--- src/hdl/hps_pkg.sv ---
// Shared types, constants and tables for the head pose smoother.
// Depends on nothing; every other file imports it.
package hps_pkg;

   localparam int SMOOTH_W    = 16;
   localparam int CSR_IDX_W   = 8;
   localparam int MUL_W       = 35;
   localparam int PROD_W      = 2 * MUL_W;
   localparam int CORD_W      = 36;
   localparam int CORD_STEPS  = 30;
   localparam int ROOT_STEPS  = 32;
   localparam int DIV_STEPS   = 31;

   localparam logic [CSR_IDX_W-1:0] CSR_POS_SMOOTH = 8'd0;
   localparam logic [CSR_IDX_W-1:0] CSR_ROT_SMOOTH = 8'd1;

   localparam logic [SMOOTH_W-1:0]   SMOOTH_MAX      = 16'd64880;
   localparam logic [SMOOTH_W:0]     ONE_Q16         = 17'd65536;
   localparam logic signed [35:0]    LERP_LIMIT      = 36'sd1073204953;
   localparam logic signed [CORD_W-1:0] CORDIC_GAIN_INV = 36'sd652032874;
   localparam logic signed [31:0]    WEIGHT_MAX      = 32'sh7FFF_FFFF;
   localparam logic signed [31:0]    INT32_MAX       = 32'sh7FFF_FFFF;
   localparam logic signed [31:0]    INT32_MIN       = 32'sh8000_0000;
   localparam logic signed [34:0]    COMP_MAX        = 35'sd8589934591;
   localparam logic [63:0]           Q60_ONE         = 64'h1000_0000_0000_0000;

   typedef struct packed {
      logic signed [31:0] in_pos_x;
      logic signed [31:0] in_pos_y;
      logic signed [31:0] in_pos_z;
      logic signed [31:0] in_quat_w;
      logic signed [31:0] in_quat_x;
      logic signed [31:0] in_quat_y;
      logic signed [31:0] in_quat_z;
      logic               in_valid;
      logic [63:0]        in_stamp;
   } req_type;

   typedef struct packed {
      logic signed [31:0] out_pos_x;
      logic signed [31:0] out_pos_y;
      logic signed [31:0] out_pos_z;
      logic signed [31:0] out_quat_w;
      logic signed [31:0] out_quat_x;
      logic signed [31:0] out_quat_y;
      logic signed [31:0] out_quat_z;
      logic               out_valid;
      logic [63:0]        out_stamp;
   } rsp_type;

   typedef enum logic [4:0] {
      ST_IDLE,
      ST_POS_MUL,
      ST_POS_ACC,
      ST_QSEL,
      ST_DOT_MUL,
      ST_DOT_ACC,
      ST_DOT_FIX,
      ST_LERP_MUL,
      ST_LERP_ACC,
      ST_DSQ_MUL,
      ST_ROOT0_GO,
      ST_ROOT0_WAIT,
      ST_VEC_GO,
      ST_VEC_WAIT,
      ST_TH_MUL,
      ST_TH_ACC,
      ST_ROT_GO,
      ST_ROT_WAIT,
      ST_WDIV_GO,
      ST_WDIV_WAIT,
      ST_COMB_MUL,
      ST_COMB_ACC,
      ST_SQ_MUL,
      ST_SQ_ACC,
      ST_ROOT1_GO,
      ST_ROOT1_WAIT,
      ST_NDIV_GO,
      ST_NDIV_WAIT,
      ST_DONE
   } state_type;

   // atan(2^-i) in Q.30
   function automatic logic signed [CORD_W-1:0] atan_q30(input logic [4:0] i);
      case (i)
         5'd0:    return 36'sd843314857;
         5'd1:    return 36'sd497837829;
         5'd2:    return 36'sd263043837;
         5'd3:    return 36'sd133525159;
         5'd4:    return 36'sd67021687;
         5'd5:    return 36'sd33543516;
         5'd6:    return 36'sd16775851;
         5'd7:    return 36'sd8388437;
         5'd8:    return 36'sd4194283;
         5'd9:    return 36'sd2097149;
         5'd10:   return 36'sd1048576;
         5'd11:   return 36'sd524288;
         5'd12:   return 36'sd262144;
         5'd13:   return 36'sd131072;
         5'd14:   return 36'sd65536;
         5'd15:   return 36'sd32768;
         5'd16:   return 36'sd16384;
         5'd17:   return 36'sd8192;
         5'd18:   return 36'sd4096;
         5'd19:   return 36'sd2048;
         5'd20:   return 36'sd1024;
         5'd21:   return 36'sd512;
         5'd22:   return 36'sd256;
         5'd23:   return 36'sd128;
         5'd24:   return 36'sd64;
         5'd25:   return 36'sd32;
         5'd26:   return 36'sd16;
         5'd27:   return 36'sd8;
         5'd28:   return 36'sd4;
         5'd29:   return 36'sd2;
         default: return 36'sd0;
      endcase
   endfunction

endpackage

--- src/hdl/hps_mul.sv ---
// Shared signed multiplier with registered product.
// Depends on hps_pkg.
module hps_mul (
   input  logic                               clock,
   input  logic signed [hps_pkg::MUL_W-1:0]   op_a,
   input  logic signed [hps_pkg::MUL_W-1:0]   op_b,
   output logic signed [hps_pkg::PROD_W-1:0]  prod_ff
);
   import hps_pkg::*;

   logic signed [PROD_W-1:0] prod_in;

   assign prod_in = op_a * op_b;

   always_ff @(posedge clock) begin
      prod_ff <= prod_in;
   end

endmodule

--- config.mk ---
export PLATFORM = sky130hd
export DESIGN_NAME = hps_mul
export DESIGN_NICKNAME = d
export VERILOG_FILES = /design/src/hdl/hps_pkg.sv /design/src/hdl/hps_mul.sv
export SDC_FILE = /design/constraint.sdc
export NUM_CORES = 2
export LEC_CHECK = 0
export ABC_CLOCK_PERIOD_IN_PS = 18450
export BUFFER_PORTS_ARGS = -buffer_cell sky130_fd_sc_hd__buf_2
export CAP_MARGIN = 20
export CELL_PAD_IN_SITES_DETAIL_PLACEMENT = 1
export CELL_PAD_IN_SITES_GLOBAL_PLACEMENT = 2
export CORE_MARGIN = 2
export CORE_UTILIZATION = 47
export CTS_CLUSTER_SIZE = 16
export DETAILED_ROUTE_END_ITERATION = 10
export PLACE_DENSITY_LB_ADDON = 0.1
export RECOVER_POWER = 100
export SYNTH_ARGS = -nofsm -noshare
export SYNTH_HDL_FRONTEND = slang
export SYNTH_SLANG_ARGS = --single-unit
--- constraint.sdc ---
create_clock -name clock -period 18.45 [get_ports clock]
set_input_delay 1.845 -clock clock [delete_from_list [all_inputs] [get_ports clock]]
set_output_delay 1.845 -clock clock [all_outputs]
set_load 0.01 [all_outputs]
* Yosys cells after proc, flatten, opt, wreduce, memory -nomap -nowiden
Index checks and enable logic that the tools add are counted.
** Word-level totals
- Input bits :: 71
- Logic and storage cells :: 2
- Flip-flop bits (word level) :: 70
** Cells by class
- Multiply operators :: 1
** Operator list (number)
- $mul A35 B35 Y70 :: 1

* Logic depth before layout (Yosys ltp)
- Word-level depth :: 1
- Mapped depth :: 30

* Least setup slack after synthesis
Ideal clock, no wire load.
- Path kind :: input port to flip-flop
- Start :: input port op_a[34] in the netlist's numbering
- End :: register prod_ff[67] in the netlist's numbering
- Slack :: 8.994 ns
- Cell stages on the path :: 24
- Arrival :: 9.392 ns
- Data required time :: 18.386 ns
- Setup time :: 0.064 ns
- Cell sequence :: clkbuf_1 clkbuf_1 nand2_1 inv_1 fa_1 fa_1 fa_1 inv_1 fa_1 inv_1 fa_1 fa_1 fa_1 fa_1 ha_1 clkbuf_1 a21oi_1 nor2b_1 o21ai_0 nand2b_1 or3_4 a41o_1 or4_1 nand4_1
** Between the ends
- Cells in the longest elaborated chain, start to end :: 1
** Ends and longest elaborated chain
- start: declaration :: line hps_mul.sv:5 : input logic signed [hps_pkg::MUL_W-1:0] op_a,
- $mul A35 B35 Y70 :: line hps_mul.sv:13 : assign prod_in = op_a * op_b;
- net prod_in[67] :: line hps_mul.sv:11 : logic signed [PROD_W-1:0] prod_in;
- end signal: assignment :: line hps_mul.sv:16 : prod_ff <= prod_in;
- end: declaration :: line hps_mul.sv:7 : output logic signed [hps_pkg::PROD_W-1:0] prod_ff
The timed path passes the listed nets, and every way through them passes these cells.

* Worst setup path in the final report
- Start :: input port op_b[0] in the netlist's numbering
- End :: register prod_ff[62] in the netlist's numbering
** Between the ends
- Cells in the longest elaborated chain, start to end :: 1
** Ends and longest elaborated chain
- start: declaration :: line hps_mul.sv:6 : input logic signed [hps_pkg::MUL_W-1:0] op_b,
- $mul A35 B35 Y70 :: line hps_mul.sv:13
- net prod_in[62] :: line hps_mul.sv:11
The timed path passes the listed nets, and every way through them passes these cells.

==> results.toml <==
[outcome]
status = "finished, violations left"
violations = "max-capacitance violations, max-slew violations"

[clocking]
numCtsBuffers = 9
clkTransAtPathRegs_ns = 0.07
postCtsSetupBuffers = 0
root_buffer = "clkbuf_16"
cts_htree_levels = 3
cts_tree = "done"
cts_hold_buf = 0
clock-sinks = 70
post_cts_resized = 0
clockBufferDepth = 2

[timing]
setup_viol = 0
slew_violations = 36
max_clock_freq_mhz = 86.0
tightest_slew_ns = 1.65
hold_viol_final = 0
slew_headroom_pct = -10.1
fin_tns_setup_ns = 0
setup_ws_ns = 6.82
rsz0062_at_grt = "false"
fin_crit_sh_pct = 63.0
fin_crit_ns = 11.63

[floorplanning]
io_pins = 141
coreArea_um2 = 94600
die_h_um = 312
die_w_um = 312
start_util_pct = 47.3
dieArea_um2 = 97600
rows = 113

[global_route]
antenna_found_initial = 2
grt_use_total_pct = 30.8
grt_pass1_vias = 36800
grt_max_degree = 36
grt.overflow.total = 0
grt_busiest_layer = "met2"
met3_usage_pct = 2.93
met1_usage_pct = 37.9
grt.met2_usage_pct = 56.0
grt_pass1_wl_mm = 223

[finish]
multi_input_area_um2 = 37900
fin_nets = 6211
largest_reg_flops = 70
num-fill-cells = 10800
top_register = "prod_ff"
register_area_um2 = 1400
largestRegisters = "prod_ff x70"
synthToLayoutAreaGrowth_pct = 4.19
drive_gt1_share_pct = 3.03

[critical_path]
worstPathRequired_ns = 18.77
critPathCaptureType = "flop"
worstPathArrival_ns = 11.94
start_kind = "input port"
cp_max_fo = 35
crit_type = "in2reg"

[synthesis]
postSynthAreaPerCell_um2 = 9.57
ys_ff_latch = 70
synth_seq_area_share_pct = 3.13
synth_top_cell_area_share_pct = 58.7
yosys-top-cells-area = "fa_1 (59%), inv_1 (9.8%), and2_1 (9.3%), ha_1 (5.8%), nand2_1 (4.8%)"
ys.flop_type = "dfxtp_1"
synth_fp_nets = 6261
syn_area_um2 = 44700
postSynthCellCount = 4672
ys_types = 61
async_flop_share_pct = 0
synth_edf_count = 0
synth_largest_area_cell = "fa_1"
synth_warnings = 0

[drt]
routed_wl_mm = 143
drtIter0Drc = 1508
drc = 0
vias = 31200
antenna_left = 0
first_pass_iters = 5
viasPerCell = 5.30
routedWlPerCell_um = 24.2

[placement]
gp_congestion = 0.873
port_buffers = 140
hpwlAfterDp_mm = 109
preCtsSetupSlack_ns = 7.77

[hold_path]
min_path_type = "in2reg"

[job]
drv_cap = 1
-- layer usage --
metal,vias up,wire length [µm]
met5,-,29
met4,4,6300
met3,271,5540
met2,792,75700
met1,17100,55100
li1,13100,-
-- final timing paths --
check	slack, ns	cells past startpoint	start	end
max	6.82	22	op_b[0]	prod_ff[62]
min	2.23	3	op_a[0]	prod_ff[0]
-- worst max-delay path: stages --
cell and delay (ns):
clkbuf_1 1.16, and2_0 0.32, ha_1 0.35, fa_1 0.67
fa_1 1.28, fa_1 0.58, fa_1 0.51, fa_1 0.51
fa_1 0.50, inv_1 0.05, fa_1 0.62, inv_1 0.08
ha_1 0.37, a21oi_1 0.20, o21ai_0 0.15, or3_1 0.42
o311ai_0 0.77, o21ai_0 0.53, a31oi_1 0.52, o21bai_1 0.14
a21oi_2 0.17, xnor2_1 0.12
-- cell type report --
class                           count  share of cell area [%]
Inverter                         1169                    9.42
Clock buffer                       11                   0.521
Tap cell                         1265                    3.40
Sequential cell                    70                    3.01
Multi-Input combinational cell   3186                    81.4
Clock inverter                      5                   0.175
Antenna cell                        5                  0.0269
Timing Repair Buffer              186                    2.05
-- cell families after synthesis --
group | count (synthesis) | share of synthesized area, %
adders and majority gates | 1518 | 64.5
AOI/OAI and AO/OA | 217 | 3.20
buffers and inverters | 1416 | 11.9
DFF | 70 | 3.13
and+or+nand+nor | 1372 | 15.7
xor gates and xnor gates | 79 | 1.55
-- Yosys cell counts, types with 5 or more instances --
cell / n
fa_1: 1311
nand2b_1: 14
a21o_1: 34
nand4_1: 17
ha_1: 207
a21oi_1: 73
nor3_1: 10
inv_1: 1166
clkbuf_1: 239
nand2_1: 566
o21ai_0: 27
o21ai_1: 8
and2_1: 668
o211ai_1: 6
xnor2_1: 63
nor2b_1: 6
nor2_1: 54
dfxtp_1: 70
o21bai_1: 15
xor2_1: 16
and3_1: 5
nand3_1: 17
a31oi_1: 15
-- cells in the final DEF (no fill, tap or decap), types with 3 or more instances in the layout --
master / Yosys / routed
nor3_1: 10 / 10
o21a_1: 4 / 4
nand4_1: 17 / 17
nand2b_1: 14 / 14
inv_2: 3 / 3
a2111oi_0: 2 / 3
ha_1: 207 / 207
nor2_1: 54 / 54
and2_0: 0 / 11
clkbuf_16: 0 / 9
a31oi_1: 15 / 16
clkbuf_1: 239 / 72
diode_2: 0 / 5
and2_1: 668 / 657
xor2_1: 16 / 16
a21oi_1: 73 / 73
inv_1: 1166 / 1166
nand2_1: 566 / 566
o21ai_0: 27 / 32
nor2b_1: 6 / 6
and3_1: 5 / 5
buf_2: 4 / 69
a21oi_2: 4 / 4
o21ai_1: 8 / 4
nand3_1: 17 / 17
a211oi_1: 3 / 3
o211ai_1: 6 / 6
xnor2_1: 63 / 63
o21bai_1: 15 / 15
dfxtp_1: 70 / 70
and4_1: 4 / 4
a21boi_0: 2 / 3
buf_4: 0 / 46
fa_1: 1311 / 1311
a21o_1: 34 / 34
-- per-stage QoR --
step                cells  hold slack [ns]  util (%)  cell area (µm²)
floorplan            4672             1.97         -            44700
global placement     5876             2.24      49.1            46400
detailed placement   5876             2.24      49.1            46400
CTS                  5892             2.19      49.4            46700
global route         5892             2.21      49.2            46600
finish               5897             2.23      49.3            46600
Power is left out: the tool's default activity adds up to more than one toggle a clock period on the data nets, which glitch-free logic cannot reach.
