[src/hdl/hps_pkg.sv]
// Shared types, constants and tables for the head pose smoother.
// Depends on nothing; every other file imports it.
package hps_pkg;

   localparam int SMOOTH_W    = 16;
   localparam int CSR_IDX_W   = 8;
   localparam int MUL_W       = 35;
   localparam int PROD_W      = 2 * MUL_W;
   localparam int CORD_W      = 36;
   localparam int CORD_STEPS  = 30;
   localparam int ROOT_STEPS  = 32;
   localparam int DIV_STEPS   = 31;

   localparam logic [CSR_IDX_W-1:0] CSR_POS_SMOOTH = 8'd0;
   localparam logic [CSR_IDX_W-1:0] CSR_ROT_SMOOTH = 8'd1;

   localparam logic [SMOOTH_W-1:0]   SMOOTH_MAX      = 16'd64880;
   localparam logic [SMOOTH_W:0]     ONE_Q16         = 17'd65536;
   localparam logic signed [35:0]    LERP_LIMIT      = 36'sd1073204953;
   localparam logic signed [CORD_W-1:0] CORDIC_GAIN_INV = 36'sd652032874;
   localparam logic signed [31:0]    WEIGHT_MAX      = 32'sh7FFF_FFFF;
   localparam logic signed [31:0]    INT32_MAX       = 32'sh7FFF_FFFF;
   localparam logic signed [31:0]    INT32_MIN       = 32'sh8000_0000;
   localparam logic signed [34:0]    COMP_MAX        = 35'sd8589934591;
   localparam logic [63:0]           Q60_ONE         = 64'h1000_0000_0000_0000;

   typedef struct packed {
      logic signed [31:0] in_pos_x;
      logic signed [31:0] in_pos_y;
      logic signed [31:0] in_pos_z;
      logic signed [31:0] in_quat_w;
      logic signed [31:0] in_quat_x;
      logic signed [31:0] in_quat_y;
      logic signed [31:0] in_quat_z;
      logic               in_valid;
      logic [63:0]        in_stamp;
   } req_type;

   typedef struct packed {
      logic signed [31:0] out_pos_x;
      logic signed [31:0] out_pos_y;
      logic signed [31:0] out_pos_z;
      logic signed [31:0] out_quat_w;
      logic signed [31:0] out_quat_x;
      logic signed [31:0] out_quat_y;
      logic signed [31:0] out_quat_z;
      logic               out_valid;
      logic [63:0]        out_stamp;
   } rsp_type;

   typedef enum logic [4:0] {
      ST_IDLE,
      ST_POS_MUL,
      ST_POS_ACC,
      ST_QSEL,
      ST_DOT_MUL,
      ST_DOT_ACC,
      ST_DOT_FIX,
      ST_LERP_MUL,
      ST_LERP_ACC,
      ST_DSQ_MUL,
      ST_ROOT0_GO,
      ST_ROOT0_WAIT,
      ST_VEC_GO,
      ST_VEC_WAIT,
      ST_TH_MUL,
      ST_TH_ACC,
      ST_ROT_GO,
      ST_ROT_WAIT,
      ST_WDIV_GO,
      ST_WDIV_WAIT,
      ST_COMB_MUL,
      ST_COMB_ACC,
      ST_SQ_MUL,
      ST_SQ_ACC,
      ST_ROOT1_GO,
      ST_ROOT1_WAIT,
      ST_NDIV_GO,
      ST_NDIV_WAIT,
      ST_DONE
   } state_type;

   // atan(2^-i) in Q.30
   function automatic logic signed [CORD_W-1:0] atan_q30(input logic [4:0] i);
      case (i)
         5'd0:    return 36'sd843314857;
         5'd1:    return 36'sd497837829;
         5'd2:    return 36'sd263043837;
         5'd3:    return 36'sd133525159;
         5'd4:    return 36'sd67021687;
         5'd5:    return 36'sd33543516;
         5'd6:    return 36'sd16775851;
         5'd7:    return 36'sd8388437;
         5'd8:    return 36'sd4194283;
         5'd9:    return 36'sd2097149;
         5'd10:   return 36'sd1048576;
         5'd11:   return 36'sd524288;
         5'd12:   return 36'sd262144;
         5'd13:   return 36'sd131072;
         5'd14:   return 36'sd65536;
         5'd15:   return 36'sd32768;
         5'd16:   return 36'sd16384;
         5'd17:   return 36'sd8192;
         5'd18:   return 36'sd4096;
         5'd19:   return 36'sd2048;
         5'd20:   return 36'sd1024;
         5'd21:   return 36'sd512;
         5'd22:   return 36'sd256;
         5'd23:   return 36'sd128;
         5'd24:   return 36'sd64;
         5'd25:   return 36'sd32;
         5'd26:   return 36'sd16;
         5'd27:   return 36'sd8;
         5'd28:   return 36'sd4;
         5'd29:   return 36'sd2;
         default: return 36'sd0;
      endcase
   endfunction

endpackage

[src/hdl/hps_root.sv]
// Bit-pair integer square root of a 64-bit value, one step a cycle.
// Depends on hps_pkg for the step count.
module hps_root (
   input  logic        clock,
   input  logic        reset,
   input  logic        start,
   input  logic [63:0] radicand,
   output logic [63:0] res_ff,
   output logic        done_ff
);
   import hps_pkg::*;

   logic        busy_ff, busy_in, done_in;
   logic [4:0]  cnt_ff, cnt_in;
   logic [63:0] n_ff, n_in, bit_ff, bit_in, res_in;
   logic [64:0] trial;
   logic        ge;

   assign trial = {1'b0, res_ff} + {1'b0, bit_ff};
   assign ge    = {1'b0, n_ff} >= trial;

   always_comb begin
      busy_in = busy_ff;
      done_in = 1'b0;
      cnt_in  = cnt_ff;
      n_in    = n_ff;
      bit_in  = bit_ff;
      res_in  = res_ff;
      if (start) begin
         busy_in = 1'b1;
         cnt_in  = '0;
         n_in    = radicand;
         bit_in  = 64'h4000_0000_0000_0000;
         res_in  = '0;
      end else if (busy_ff) begin
         n_in   = ge ? n_ff - trial[63:0] : n_ff;
         res_in = ge ? (res_ff >> 1) + bit_ff : res_ff >> 1;
         bit_in = bit_ff >> 2;
         cnt_in = cnt_ff + 5'd1;
         if (cnt_ff == 5'(ROOT_STEPS - 1)) begin
            busy_in = 1'b0;
            done_in = 1'b1;
         end
      end
   end

   always_ff @(posedge clock) begin
      if (reset) begin
         busy_ff <= 1'b0;
         done_ff <= 1'b0;
      end else begin
         busy_ff <= busy_in;
         done_ff <= done_in;
      end
      cnt_ff <= cnt_in;
      n_ff   <= n_in;
      bit_ff <= bit_in;
      res_ff <= res_in;
   end

endmodule

[config.mk]
export PLATFORM = sky130hd
export DESIGN_NAME = hps_root
export DESIGN_NICKNAME = d
export VERILOG_FILES = /design/src/hdl/hps_pkg.sv /design/src/hdl/hps_root.sv
export SDC_FILE = /design/constraint.sdc
export NUM_CORES = 1
export LEC_CHECK = 0
export BUFFER_PORTS_ARGS = -buffer_cell sky130_fd_sc_hd__buf_2
export CORE_UTILIZATION = 30
export CTS_CLUSTER_DIAMETER = 60
export DETAILED_ROUTE_END_ITERATION = 6
export PLACE_DENSITY_LB_ADDON = 0.15
export SLEW_MARGIN = 20
export SYNTH_ARGS = -nofsm -noshare
export SYNTH_HDL_FRONTEND = slang
export SYNTH_SLANG_ARGS = --single-unit
[constraint.sdc]
create_clock -name clock -period 9.9 [get_ports clock]
set_input_delay 0.99 -clock clock [delete_from_list [all_inputs] [get_ports clock]]
set_output_delay 0.99 -clock clock [all_outputs]
set_load 0.03 [all_outputs]
# Yosys cells after proc, flatten, opt, wreduce, memory -nomap -nowiden
# Cells that the tools add are included.
classes:
  n_addsub: 4
  n_mul: 0
  div_mod_pow: 0
  n_lt_le_gt_ge: 1
  eq_ne: 1
  shift: 0
  n_mux: 8
  bitwise_logic: 1
  n_reduce_logical: 4
op_table:
  columns: ["cell", "count"]
  rows:
  - ["$mux 64", 4]
  - ["$add 64x63->65", 1]
  - ["$ge 64x65->1", 1]
  - ["$add 63x63->64", 1]
  - ["$sub 64x64->64", 1]
  - ["$add 5x1->5 const B", 1]
  - ["$eq 5x5->1 const B", 1]
  - ["$mux 1", 4]
  - ["$reduce_bool 2->1", 2]
  - ["$reduce_or 3->1", 1]
  - ["$reduce_and 2->1", 1]
  - ["$not 1->1", 1]
word_totals:
  register_bits: 167
  latch_bits: 0
  ramBits: 0
  mem_bits_ro: 0
  input_bits: 67
  output_inout_bits: 65
  word_cells: 25
  mem_count: 0

# Longest topological paths before layout
logic_depth:
  ltp_word: 5
  ltp_mapped: 27
  depth_no_buf: 25

# Least setup slack after synthesis
# OpenSTA, ideal clock, no wires.
synth_timing:
  path_kind: "register -> register"
  startpoint: "register res_ff[2]"
  endpoint: "register n_ff[0] (enable)"
  setup_ns: 0.424
  arrival_ns: 6.798
  t_required_ns: 9.476
  slack_ns: 2.679
  path_stages_with_launch: 25
  path_buffers: 2
  synth_period_minus_slack_ns: 7.221
  path_cell_list: "dfxtp_1 ha_1 a31o_2 a31oi_1 o21bai_2 a221o_1 a21bo_2 a41o_1 nand4_1 a31oi_1 nor3b_2 nor2b_1 xor2_1 ha_1 clkbuf_1 nand4_1 nor4b_1 nand4_1 o41ai_1 o22ai_1 a21oi_2 o21a_1 clkbuf_1 nand2_1 nand2_1"
synth_between:
  elab_chain_cells: 4
synth_lines:
  columns: ["item", "line", "source"]
  rows:
  - ["from (decl)", "hps_root.sv:8", "output logic [63:0] res_ff,"]
  - ["from (signal assigned)", "hps_root.sv:58", "res_ff <= res_in;"]
  - ["$add 64x63->65", "hps_root.sv:19", "assign trial = {1'b0, res_ff} + {1'b0, bit_ff};"]
  - ["$ge 64x65->1", "hps_root.sv:20", "assign ge = {1'b0, n_ff} >= trial;"]
  - ["$reduce_bool 2->1 (no source line)", null, null]
  - ["$reduce_and 2->1 (no source line)", null, null]
  - ["to (signal assigned)", "hps_root.sv:56", "n_ff <= n_in;"]
  - ["to (decl)", "hps_root.sv:15", "logic [63:0] n_ff, n_in, bit_ff, bit_in, res_in;"]
# Every way passes these cells.
# A chain may end at the register's enable or synchronous reset.

# Final worst setup path
layout_timing:
  startpoint: "register res_ff[2]"
  endpoint: "register n_ff[21] (enable)"
# The elaborated chain is that of the path after synthesis.

==> results.yml <==
pwr:
  internal_power_mw: 2.38
  irDropWorstVdd_mv: 0.159
  p_sw_mw: 2.29
  comb_power_share_pct: 59.7
  p_sw_share_pct: 49.1
  power_frac_clock_pct: 15.8
  power_density_nw_per_um2: 280
  leakagePower_nw: 6.53
  seqPwrFrac_pct: 24.5
  power_mw: 4.67
die:
  die_x_um: 225
  row_count: 81
  die_h_um: 225
  dieArea_um2: 50400
  start_util_pct: 30.4
  io_pins: 132
  core_um2: 48800
yosys:
  syn_nets: 2069
  syn_inst: 1869
  synth_seq_area_share_pct: 26.8
  ys_ff_latch: 167
  synth.avg_cell_area_um2: 7.95
  yosysUniqueCellTypes: 79
  synth_flop_cell: "dfxtp_1"
  ys_warn_count: 0
  synthArstFlopShare_pct: 0
  synth_edf_count: 64
  synthesis.area_um2: 14900
layout:
  fin_cells: 2610
  final_common_cell: "nand2_1"
  nNetsFinal: 2133
  syn_to_final_growth_pct: 12.1
  drive_gt1_share_pct: 11.5
  antenna_cells: 0
  mostFrequentLayoutCells: "nand2_1 (241), o21ai_0 (181), nor2_1 (149)"
  design_area_um2: 16700
sta:
  drv_slew: 0
  clock_skew_ps: 13.6
  fin_crit_ps: 7800
  max-slew-margin-rel_pct: 33.3
  max_freq_ghz: 0.128
  tns_ps: 0
  hold_ws_ps: 508
  hold_viol_final: 0
  finalSetupViolCount: 0
  rsz0062_at_grt: "false"
  worst_slew_pin_slew_ps: 997
  min_period_over_period_pct: 78.8
grt:
  antenna_found_initial: 1
  grt_pass1_wl_mm: 79.1
  grt_pass1_vias: 13706
  overflow: 0
  grt_max_degree: 81
  track_usage_pct: 20.6
worst_hold_path:
  min_path_type: "flip-flop to flip-flop"
route:
  viasPerCell: 5.44
  drcViolationCount: 0
  ant_nets: 0
  first_pass_iters: 5
  drt-initial-drc-count: 1013
  drt_wl_total_mm: 51.8
  route.vias.total: 14195
  wl_per_cell_um: 19.8
setup_path:
  critPathLaunch: "res_ff[2]$_SDFFE_PP0P_"
  arrival_ps: 7970
  ff2ff_path_depth: 23
  r2r-end: "n_ff[21]$_DFFE_PP_"
  r2r-start: "res_ff[2]$_SDFFE_PP0P_"
  cp-endpoint: "n_ff[21]$_DFFE_PP_"
  cp_slowest_cell: "nand2_2"
  cp-end-kind: "flip-flop"
  critPathMaxFanout: 31
  max_stage_delay_ps: 800
  cp-start-kind: "flip-flop"
  crit_type: "flip-flop to flip-flop"
  cp_data_required_time_ps: 10060
  reg2reg_slack_ps: 2100
  crit_chain: "ha_1 > a31o_2 > a31oi_1 > o21bai_2 > a221o_1 > a21bo_2 > a41o_1 > nand4_1 > nand3b_1 > a31oi_1 > xor2_1 > ha_1 > and2_1 > nand3_1 > nor3_1 > nand4_1 > o41ai_1 > o22ai_1 > a21oi_2 > o21a_1 > nand2_1 > nand2_2 > buf_4"
status:
  status: "finished, final reports clean"
clock_network:
  insertion_delay_ps: 510
  clk_pin_slew_ps: 70
  clockRootBuffer: "clkbuf_16"
  numClockSinks: 167
  cts_tree: "done"
  cts_resized: 0
  clock_path_buffers: 2
  cts_made_buffers: 17
  cts_max_level: 4
  cts_setup_buffers: 0
  ctsHoldBuffers: 0
placed_design:
  dp_hpwl_mm: 39.9
  dpl-instance-area_um2: 16000
  port_buffers: 131
  post-place-cells: 2578
  gp_congestion: 0.876
job:
  cap_viol_max_count: 0
==> area by class of cell <==
class | instances | area [µm²]
fill | 5269 | 32200
sequential | 167 | 3990
clock inverter | 15 | 190
multi-input combinational | 1559 | 10300
clock buffer | 17 | 425
inverter | 46 | 173
timing repair buffer | 142 | 744
tap | 664 | 831
==> logic make-up (layout without fill, tap and decap cells) <==
kind of cell | Yosys count | after routing | synth area share (%)
compound gates | 624 | 624 | 27.1
xor+xnor | 155 | 155 | 9.14
fa+ha+maj | 133 | 133 | 11.3
buf+inv | 143 | 220 | 3.87
flops | 167 | 167 | 26.8
mux | 47 | 47 | 3.21
simple gates | 600 | 600 | 18.6
==> critical path, delay by kind of cell (launching register included) <==
kind,cells,cell delay [ps]
AND/OR/NAND/NOR,8,2330
AO/OA/AOI/OAI,11,3330
flip-flops,1,450
buffers and inverters,1,480
XOR/XNOR,1,100
adder cells (fa/ha/maj),2,740
==> registers in the layout (all words and copies together) (netlist names) <==
register  cells
n_ff         64
cnt_ff        5
busy_ff       1
bit_ff       32
res_ff       64
done_ff       1
==> synthesized netlist by cell type (5+ instances only) <==
master      n  share of area [%]
o21ai_0   181                6.1
and4_1      8               0.47
a311oi_1   15               0.88
a221oi_1    5               0.29
dfxtp_1   103                 14
o21ai_1     7               0.24
and2_1      9               0.38
mux2_2      5               0.38
nor4_1      5               0.21
o211ai_1   19               0.96
mux2i_1    42                2.8
a21o_1     42                2.1
xor2_1     76                4.5
and3_1     25                1.1
nand3b_1    5               0.25
a21boi_0    9               0.45
o21bai_1   23                1.2
nand4_1    34                1.4
or3_1      12               0.51
buf_2       7               0.24
edfxtp_1   64                 13
inv_1      46                1.2
nor3_1     22               0.74
o31ai_1    12               0.61
nand3_1    36                1.2
nand2_1   242                6.1
nand2b_1   16               0.67
a21oi_1   123                4.1
xnor2_1    79                4.7
ha_1      132                 11
nor2b_1    15               0.63
o21a_1     18               0.91
a31oi_1    68                2.9
a211oi_1   17               0.86
o221ai_1    7               0.41
clkbuf_1   83                2.1
a31o_2     17                1.0
o31a_1      8               0.47
nor2_1    150                3.8
==> metal layers <==
layer  vias to the layer above  share of wire, %  global-route usage (%)
met5                         -             0.033                       0
met4                         2               2.0                    6.96
met3                        61               5.4                    4.68
met2                       319                46                    33.6
met1                      6749                46                    26.6
li1                       7064                 -                       -
==> worst min-delay path by stage <==
stage / start / endpoint / slack [ps] / cells past startpoint
floorplan: cnt_ff[4]$_SDFFE_PP0P_ / cnt_ff[4]$_SDFFE_PP0P_ / 470 / 2
global placement: cnt_ff[3]$_SDFFE_PP0P_ / cnt_ff[3]$_SDFFE_PP0P_ / 480 / 2
detailed placement: cnt_ff[4]$_SDFFE_PP0P_ / cnt_ff[4]$_SDFFE_PP0P_ / 500 / 2
CTS: res_ff[0]$_SDFFE_PP0P_ / res_ff[0]$_SDFFE_PP0P_ / 510 / 2
global route: res_ff[0]$_SDFFE_PP0P_ / res_ff[0]$_SDFFE_PP0P_ / 520 / 2
finish: res_ff[0]$_SDFFE_PP0P_ / res_ff[0]$_SDFFE_PP0P_ / 510 / 2
==> power groups by stage <==
stage	Clock, mW	Sequential, mW	Combinational (mW)
3_5_place_dp	0	1.15	2.78
5_1_grt	0.779	1.17	3.08
4_1_cts	0.757	1.15	2.79
6_report	0.736	1.14	2.79
3_3_place_gp	0	1.16	2.78
2_1_floorplan	0	1.14	2.02
==> through the flow <==
| stage | worst slack (ps) | util (%) |
|---|---|---|
| 2_1_floorplan | 2680 | - |
| 3_3_place_gp | 2230 | 32.8 |
| 3_5_place_dp | 2110 | 32.8 |
| 4_1_cts | 2060 | 34.1 |
| 5_1_grt | 1580 | 34.1 |
| 6_report | 2100 | 34.1 |
Power figures use the tool's default switching activity.
