[src/hdl/hps_pkg.sv]
// Shared types, constants and tables for the head pose smoother.
// Depends on nothing; every other file imports it.
package hps_pkg;

   localparam int SMOOTH_W    = 16;
   localparam int CSR_IDX_W   = 8;
   localparam int MUL_W       = 35;
   localparam int PROD_W      = 2 * MUL_W;
   localparam int CORD_W      = 36;
   localparam int CORD_STEPS  = 30;
   localparam int ROOT_STEPS  = 32;
   localparam int DIV_STEPS   = 31;

   localparam logic [CSR_IDX_W-1:0] CSR_POS_SMOOTH = 8'd0;
   localparam logic [CSR_IDX_W-1:0] CSR_ROT_SMOOTH = 8'd1;

   localparam logic [SMOOTH_W-1:0]   SMOOTH_MAX      = 16'd64880;
   localparam logic [SMOOTH_W:0]     ONE_Q16         = 17'd65536;
   localparam logic signed [35:0]    LERP_LIMIT      = 36'sd1073204953;
   localparam logic signed [CORD_W-1:0] CORDIC_GAIN_INV = 36'sd652032874;
   localparam logic signed [31:0]    WEIGHT_MAX      = 32'sh7FFF_FFFF;
   localparam logic signed [31:0]    INT32_MAX       = 32'sh7FFF_FFFF;
   localparam logic signed [31:0]    INT32_MIN       = 32'sh8000_0000;
   localparam logic signed [34:0]    COMP_MAX        = 35'sd8589934591;
   localparam logic [63:0]           Q60_ONE         = 64'h1000_0000_0000_0000;

   typedef struct packed {
      logic signed [31:0] in_pos_x;
      logic signed [31:0] in_pos_y;
      logic signed [31:0] in_pos_z;
      logic signed [31:0] in_quat_w;
      logic signed [31:0] in_quat_x;
      logic signed [31:0] in_quat_y;
      logic signed [31:0] in_quat_z;
      logic               in_valid;
      logic [63:0]        in_stamp;
   } req_type;

   typedef struct packed {
      logic signed [31:0] out_pos_x;
      logic signed [31:0] out_pos_y;
      logic signed [31:0] out_pos_z;
      logic signed [31:0] out_quat_w;
      logic signed [31:0] out_quat_x;
      logic signed [31:0] out_quat_y;
      logic signed [31:0] out_quat_z;
      logic               out_valid;
      logic [63:0]        out_stamp;
   } rsp_type;

   typedef enum logic [4:0] {
      ST_IDLE,
      ST_POS_MUL,
      ST_POS_ACC,
      ST_QSEL,
      ST_DOT_MUL,
      ST_DOT_ACC,
      ST_DOT_FIX,
      ST_LERP_MUL,
      ST_LERP_ACC,
      ST_DSQ_MUL,
      ST_ROOT0_GO,
      ST_ROOT0_WAIT,
      ST_VEC_GO,
      ST_VEC_WAIT,
      ST_TH_MUL,
      ST_TH_ACC,
      ST_ROT_GO,
      ST_ROT_WAIT,
      ST_WDIV_GO,
      ST_WDIV_WAIT,
      ST_COMB_MUL,
      ST_COMB_ACC,
      ST_SQ_MUL,
      ST_SQ_ACC,
      ST_ROOT1_GO,
      ST_ROOT1_WAIT,
      ST_NDIV_GO,
      ST_NDIV_WAIT,
      ST_DONE
   } state_type;

   // atan(2^-i) in Q.30
   function automatic logic signed [CORD_W-1:0] atan_q30(input logic [4:0] i);
      case (i)
         5'd0:    return 36'sd843314857;
         5'd1:    return 36'sd497837829;
         5'd2:    return 36'sd263043837;
         5'd3:    return 36'sd133525159;
         5'd4:    return 36'sd67021687;
         5'd5:    return 36'sd33543516;
         5'd6:    return 36'sd16775851;
         5'd7:    return 36'sd8388437;
         5'd8:    return 36'sd4194283;
         5'd9:    return 36'sd2097149;
         5'd10:   return 36'sd1048576;
         5'd11:   return 36'sd524288;
         5'd12:   return 36'sd262144;
         5'd13:   return 36'sd131072;
         5'd14:   return 36'sd65536;
         5'd15:   return 36'sd32768;
         5'd16:   return 36'sd16384;
         5'd17:   return 36'sd8192;
         5'd18:   return 36'sd4096;
         5'd19:   return 36'sd2048;
         5'd20:   return 36'sd1024;
         5'd21:   return 36'sd512;
         5'd22:   return 36'sd256;
         5'd23:   return 36'sd128;
         5'd24:   return 36'sd64;
         5'd25:   return 36'sd32;
         5'd26:   return 36'sd16;
         5'd27:   return 36'sd8;
         5'd28:   return 36'sd4;
         5'd29:   return 36'sd2;
         default: return 36'sd0;
      endcase
   endfunction

endpackage

[src/hdl/hps_div.sv]
// Shift-subtract divider giving a 31-bit quotient and an overflow flag.
// Depends on hps_pkg for the step count.
module hps_div (
   input  logic        clock,
   input  logic        reset,
   input  logic        start,
   input  logic [63:0] num,
   input  logic [31:0] den,
   output logic [30:0] quot_ff,
   output logic        sat_ff,
   output logic        done_ff
);
   import hps_pkg::*;

   logic        busy_ff, busy_in, done_in, sat_in;
   logic [4:0]  cnt_ff, cnt_in;
   logic [63:0] rem_ff, rem_in;
   logic [62:0] dsh_ff, dsh_in;
   logic [30:0] quot_in;
   logic [62:0] dsh0;
   logic        ge;

   assign dsh0 = {den, 31'b0};
   assign ge   = rem_ff >= {1'b0, dsh_ff};

   always_comb begin
      busy_in = busy_ff;
      done_in = 1'b0;
      sat_in  = sat_ff;
      cnt_in  = cnt_ff;
      rem_in  = rem_ff;
      dsh_in  = dsh_ff;
      quot_in = quot_ff;
      if (start) begin
         busy_in = 1'b1;
         cnt_in  = '0;
         rem_in  = num;
         dsh_in  = dsh0;
         quot_in = '0;
         sat_in  = num >= {1'b0, dsh0};
      end else if (busy_ff) begin
         dsh_in  = dsh_ff >> 1;
         rem_in  = ge ? rem_ff - {1'b0, dsh_ff} : rem_ff;
         quot_in = {quot_ff[29:0], ge};
         cnt_in  = cnt_ff + 5'd1;
         if (cnt_ff == 5'(DIV_STEPS - 1)) begin
            busy_in = 1'b0;
            done_in = 1'b1;
         end
      end
   end

   // first step compares against den << 30
   always_ff @(posedge clock) begin
      if (reset) begin
         busy_ff <= 1'b0;
         done_ff <= 1'b0;
      end else begin
         busy_ff <= busy_in;
         done_ff <= done_in;
      end
      cnt_ff  <= cnt_in;
      rem_ff  <= rem_in;
      dsh_ff  <= start ? dsh0 >> 1 : dsh_in;
      quot_ff <= quot_in;
      sat_ff  <= sat_in;
   end

endmodule
[config.mk]
export PLATFORM = sky130hd
export DESIGN_NAME = hps_div
export DESIGN_NICKNAME = d
export VERILOG_FILES = /design/src/hdl/hps_pkg.sv /design/src/hdl/hps_div.sv
export SDC_FILE = /design/constraint.sdc
export NUM_CORES = 1
export LEC_CHECK = 0
export BUFFER_PORTS_ARGS = -buffer_cell sky130_fd_sc_hd__buf_2
export CAP_MARGIN = 5
export CORE_MARGIN = 5
export CORE_UTILIZATION = 45
export DETAILED_ROUTE_END_ITERATION = 7
export GPL_TIMING_DRIVEN = 0
export MAX_ROUTING_LAYER = met4
export PLACE_DENSITY_LB_ADDON = 0.2
export SLEW_MARGIN = 20
export SYNTH_ARGS = -nofsm -noshare
export SYNTH_HDL_FRONTEND = slang
export SYNTH_SLANG_ARGS = --single-unit
[constraint.sdc]
create_clock -name clock -period 6.1 [get_ports clock]
set_input_delay 0 -clock clock [delete_from_list [all_inputs] [get_ports clock]]
set_output_delay 0 -clock clock [all_outputs]
set_load 0.01 [all_outputs]
==> After elaboration in Yosys (flattened, before gate mapping) <==
Cells that the tools add are included.
{ "totals": {"romBits": 0, "reg_bits": 165, "output_inout_bits": 33, "memories": 0, "ram_bits": 0, "input_bits": 99, "latchBits": 0} }
{ "classes": {"muxes": 9, "bitwise": 1, "n_div": 0, "shift": 0, "n_addsub": 2, "n_lt_le_gt_ge": 2, "n_reduce_logical": 4, "multipliers": 0, "eq_ne": 1} }
{ "ops": {"columns": ["op", "n"], "rows": [
  ["$mux W64", 3],
  ["$mux W62", 2],
  ["$ge A64 B62 Y1", 1],
  ["$ge A64 B63 Y1", 1],
  ["$sub A64 B62 Y64", 1],
  ["$add A5 B1 Y5 const B", 1],
  ["$eq A5 B5 Y1 const B", 1],
  ["$mux W1", 4],
  ["$reduce_bool A2 Y1", 2],
  ["$reduce_or A3 Y1", 1],
  ["$reduce_and A2 Y1", 1],
  ["$not A1 Y1", 1]
]} }

==> Logic depth before layout (Yosys ltp) <==
{ "logic_depth": {"word_depth": 4, "depth_mapped": 14, "depth_no_buf": 14} }

==> Least setup slack after synthesis <==
No wires, ideal clock.
{ "synth_path": {"kind": "register to register", "startpoint": "register rem_ff[0]", "endpoint": "register rem_ff[0] (enable)", "arrival_time_ns": 3.414, "n_path_buf": 0, "required_ns": 5.412, "slack_ns": 1.998, "synth_period_minus_slack_ns": 4.102, "setup_ns": 0.688, "stages_incl_launch_ff": 15, "cell_sequence": "edfxtp_1 > inv_1 > ha_1 > inv_1 > fa_1 > a21oi_1 > o21ai_1 > a21oi_2 > o211ai_1 > a21oi_1 > a211o_1 > a21oi_1 > a211o_1 > nand2_1 > nand2_1"} }
{ "synth_via": {"elab_chain_len": 3} }
{ "synth_rtl": {"columns": ["element", "line_no", "rtl"], "rows": [
  ["start: declaration", "hps_div.sv:17", "logic [63:0] rem_ff, rem_in;"],
  ["start signal: assignment", "hps_div.sv:63", "rem_ff <= rem_in;"],
  ["$ge A64 B62 Y1", "hps_div.sv:24", "assign ge = rem_ff >= {1'b0, dsh_ff};"],
  ["$reduce_bool A2 Y1 (no source line)", null, null],
  ["$reduce_and A2 Y1 (no source line)", null, null]
]} }
No other way between the ends.
A chain may end at the register's enable or synchronous reset.

==> Final worst setup path <==
{ "layout_path": {"startpoint": "register rem_ff[0]", "endpoint": "register rem_ff[60], data pin"} }
{ "layout_via": {"elab_chain_len": 4} }
{ "layout_rtl": {"columns": ["element", "line_no", "rtl"], "rows": [
  ["$sub A64 B62 Y64", "hps_div.sv:43", "rem_in = ge ? rem_ff - {1'b0, dsh_ff} : rem_ff;"],
  ["$mux W64", "hps_div.sv:43", null],
  ["$mux W64", "hps_div.sv:41", "end else if (busy_ff) begin"],
  ["$mux W64", "hps_div.sv:34", "if (start) begin"],
  ["via rem_in[60]", "hps_div.sv:17", null]
]} }
The timed path passes the listed nets, and every way through them passes these cells. The select of a mux whose other input is x is not followed.

==> results.toml <==
[power_and_ir_drop]
p_sw_w = 0.001785
combPwrFrac = 0.441
p_seq_frac = 0.320
p_clk_frac = 0.239
p_int_w = 0.002751
switching_share = 0.3935
ir_drop_v = 0.0001738
leakagePower_nw = 6.111
p_per_area_mw_per_mm2 = 321.4

[setup_path]
path_max_fanout = 5
r2r-start = "rem_ff[0]"
crit_family = "compound AO/OA/AOI/OAI gates"
crit_cells = 14
cp_data_required_time_ns = 6.24
reg2reg_depth = 14
crit_start = "rem_ff[0]"
crit_chain = "inv_1, ha_1, inv_1, fa_1, a21oi_1, o21ai_1, a21oi_2, o211ai_1, a211o_1, a31oi_1, o21bai_1, a21oi_1, xor2_1, o21ai_0"
cp_num_buf_inv = 2
slowest_delay_ns = 0.53
r2r_end = "rem_ff[60]"
cp_slowest_cell = "a31oi_1"
startpoint_type = "register"
critPathKind = "register to register"
critPathCaptureType = "register"
arrival_ns = 4.11
reg2reg_slack_ns = 2.13

[detailed_routing]
drcViolationCount = 0
viasPerCell = 5.425
wl_per_cell_um = 17.03
routed_wirelength_um = 32760
postRouteAntennaNets = 0
first_pass_iters = 5
vias = 10430
drt_iter0_markers = 806

[synthesis]
synth_flop_cell = "edfxtp_1"
yosys_register_bits = 165
seq_area_frac_synth = 0.3733
syn_area_per_cell_sq_um = 8.602
synth_cell_types = 68
syn_nets = 1527
synthArstFlopShare = 0
syn-cell-area_sq_mm = 0.01145
synth_warnings = 0
synth_edf_count = 97
synth_cells = 1331

[sta]
slew_viol_final = 0
slew_headroom = 0.3777
hold_viol_final = 0
fmax_ghz = 0.2521
setup_slack_ns = 2.134
worst_pin_slew_ns = 0.9334
finalSetupTns_ns = 0
fin_skew_ns = 0.01041
fin_crit_sh = 0.6502
rsz0062_at_grt = "false"
setup_viol = 0
min_period_ns = 3.966

[clocking]
clockBufferDepth = 2
post_cts_buffers = 0
root_buffer = "clkbuf_16"
cts_tree = "yes"
clk_pin_slew_worst_paths_ns = 0.08
clk_latency_ns = 0.44
cts-buffers-inserted = 17
clock_sinks = 165
cts_max_level = 4

[grt]
grt_pass1_wl_um = 52390
grt_usage = 0.2329
grt_max_degree = 39
antenna_found_initial = 0
grt.overflow.total = 0
grt_pass1_vias = 10390

[place]
portBuffers = 131
dp_cells = 1794
hpwl_um = 24450
place.gp.congestion = 0.9277
dp_slack_ns = 2.187

[floorplanning]
num_rows = 58
core_sq_mm = 0.02511
die_y_um = 169.5
dieArea_sq_mm = 0.02873
start_util = 0.4560
num_io_pins = 132
fp.dieW_um = 169.5

[cells_and_area]
diodes = 0
nNetsFinal = 1776
drive_gt1_frac = 0.1212
area_delta_synth_final_pct = 23.28
fill_cells = 2332
final_cell_count_no_fill = 1923

[worst_hold_path]
hold_path_end = "rem_ff[58]"
hold_class = "primary input to register"
hp-start = "num[58]"
worstHoldPathCells = 3

[outcome]
status = "finished, final reports clean"

[flow_run]
cap_violations = 0
## power groups by stage
stage	registers, W	logic, W	clock network (W)
after floorplan	0.00146	0.00147	0
after global placement	0.00147	0.00190	0
after detailed placement	0.00148	0.00192	0
after CTS	0.00145	0.00198	0.00110
after global routing	0.00147	0.00222	0.00115
final	0.00145	0.00200	0.00109
## worst register-to-register path, stage by stage (launching register included)
cell and delay, ns:
edfxtp_1 0.36, inv_1 0.06, ha_1 0.16, inv_1 0.05, fa_1 0.41, a21oi_1 0.20, o21ai_1 0.12, a21oi_2 0.29
o211ai_1 0.31, a211o_1 0.44, a31oi_1 0.53, o21bai_1 0.23, a21oi_1 0.22, xor2_1 0.16, o21ai_0 0.14
## per-layer routing
| metal | routed length, um | GRT usage | vias up |
|---|---|---|---|
| li1 | - | - | 5213 |
| met1 | 14670 | 0.2883 | 4944 |
| met2 | 16230 | 0.4036 | 223 |
| met3 | 1287 | 0.02795 | 52 |
| met4 | 565 | 0.06405 | 0 |
| met5 | 0 | - | - |
## sequential cells by signal (all words and copies together), names as in the netlist
register,count
cnt_ff,5
quot_ff,31
busy_ff,1
done_ff,1
dsh_ff,62
rem_ff,64
sat_ff,1
## cell usage in the layout, fill, tap and decap left out, drive strengths merged, types with 3 or more instances in the layout
cell type / netlist / routed
dlygate4sd3: 0 / 97
a21o: 49 / 49
o21bai: 18 / 18
clkbuf: 50 / 67
nor2: 111 / 111
or3: 3 / 3
nand3: 22 / 22
inv: 119 / 127
xnor2: 33 / 33
nand2: 172 / 172
nor3b: 5 / 5
nor2b: 6 / 6
a21oi: 93 / 93
a21boi: 6 / 6
nand2b: 12 / 12
nor4: 10 / 10
a31oi: 6 / 6
mux2i: 65 / 65
o21ai: 114 / 114
o21a: 6 / 6
nor4b: 3 / 3
edfxtp: 97 / 97
dfxtp: 68 / 68
xor2: 21 / 21
and4: 3 / 3
o211ai: 6 / 6
a211oi: 6 / 6
a211o: 6 / 6
o31ai: 11 / 11
ha: 96 / 96
nand4: 30 / 30
and3: 7 / 7
a221oi: 3 / 3
buf: 15 / 147
mux2: 8 / 8
and2: 5 / 5
clkinv: 0 / 6
nor3: 19 / 19
## cells in the mapped netlist, types with 4 or more instances
cell type / count / area share
a31oi_1: 5 / 0.0027
a211oi_1: 6 / 0.0039
xor2_1: 21 / 0.016
dfxtp_1: 68 / 0.12
nand4_1: 29 / 0.016
a21boi_0: 5 / 0.0033
a21oi_1: 90 / 0.039
o21a_1: 6 / 0.0039
mux2i_1: 65 / 0.057
ha_1: 96 / 0.10
nor4_1: 10 / 0.0055
and3_1: 7 / 0.0038
buf_2: 4 / 0.0017
nand2_1: 172 / 0.056
nor3b_1: 5 / 0.0033
xnor2_1: 33 / 0.025
mux2_2: 8 / 0.0079
nor2_1: 110 / 0.036
o21bai_1: 18 / 0.012
buf_1: 10 / 0.0033
and2_1: 5 / 0.0027
edfxtp_1: 97 / 0.25
o31ai_1: 9 / 0.0059
a21o_1: 48 / 0.031
clkbuf_1: 50 / 0.016
nor3_1: 18 / 0.0079
nand3_1: 22 / 0.0096
inv_1: 119 / 0.039
o21ai_0: 111 / 0.049
o211ai_1: 6 / 0.0039
nor2b_1: 6 / 0.0033
a211o_1: 6 / 0.0046
nand2b_1: 12 / 0.0066
## stage by stage
stage	hold slack, ns	utilization	total power (W)	instance area, sq um
2_1_floorplan	0.07238	-	0.002926	11450
3_3_place_gp	0.1766	0.4986	0.003370	12520
3_5_place_dp	0.1792	0.5001	0.003392	12560
4_1_cts	0.02021	0.5621	0.004531	14110
5_1_grt	0.08124	0.5621	0.004834	14110
6_report	0.04265	0.5621	0.004536	14110
## area by class of cell
| type | count | area (sq um) | area share |
|---|---|---|---|
| repair buffers | 230 | 1657 | 0.1174 |
| clock inverters | 15 | 161.4 | 0.01144 |
| flip-flops and latches | 165 | 4274 | 0.3028 |
| clock buffers | 17 | 425.4 | 0.03014 |
| well taps | 330 | 412.9 | 0.02925 |
| plain buffers | 65 | 252.7 | 0.01791 |
| multi-input cells | 982 | 6485 | 0.4594 |
| inverters | 119 | 446.7 | 0.03165 |
## kinds of logic after synthesis
family	Yosys count	share of synthesized area
xor gates and xnor gates	54	0.04131
muxes	73	0.06469
adders and majority gates	97	0.1067
buffers and inverters	184	0.06109
DFF	165	0.3733
AOI/OAI and AO/OA	345	0.1891
and+or+nand+nor	413	0.1639
## worst max path at each step
stage,to
4_1_cts,rem_ff[60]
5_1_grt,rem_ff[60]
2_1_floorplan,rem_ff[0]
3_3_place_gp,rem_ff[12]
3_5_place_dp,rem_ff[60]
6_report,rem_ff[60]
## what timing repair did
item                      CTS  global route
hold endpoints to repair   98             0
hold buffers               97             0
gates resized for setup     0             0
Power figures use the tool's default switching activity.
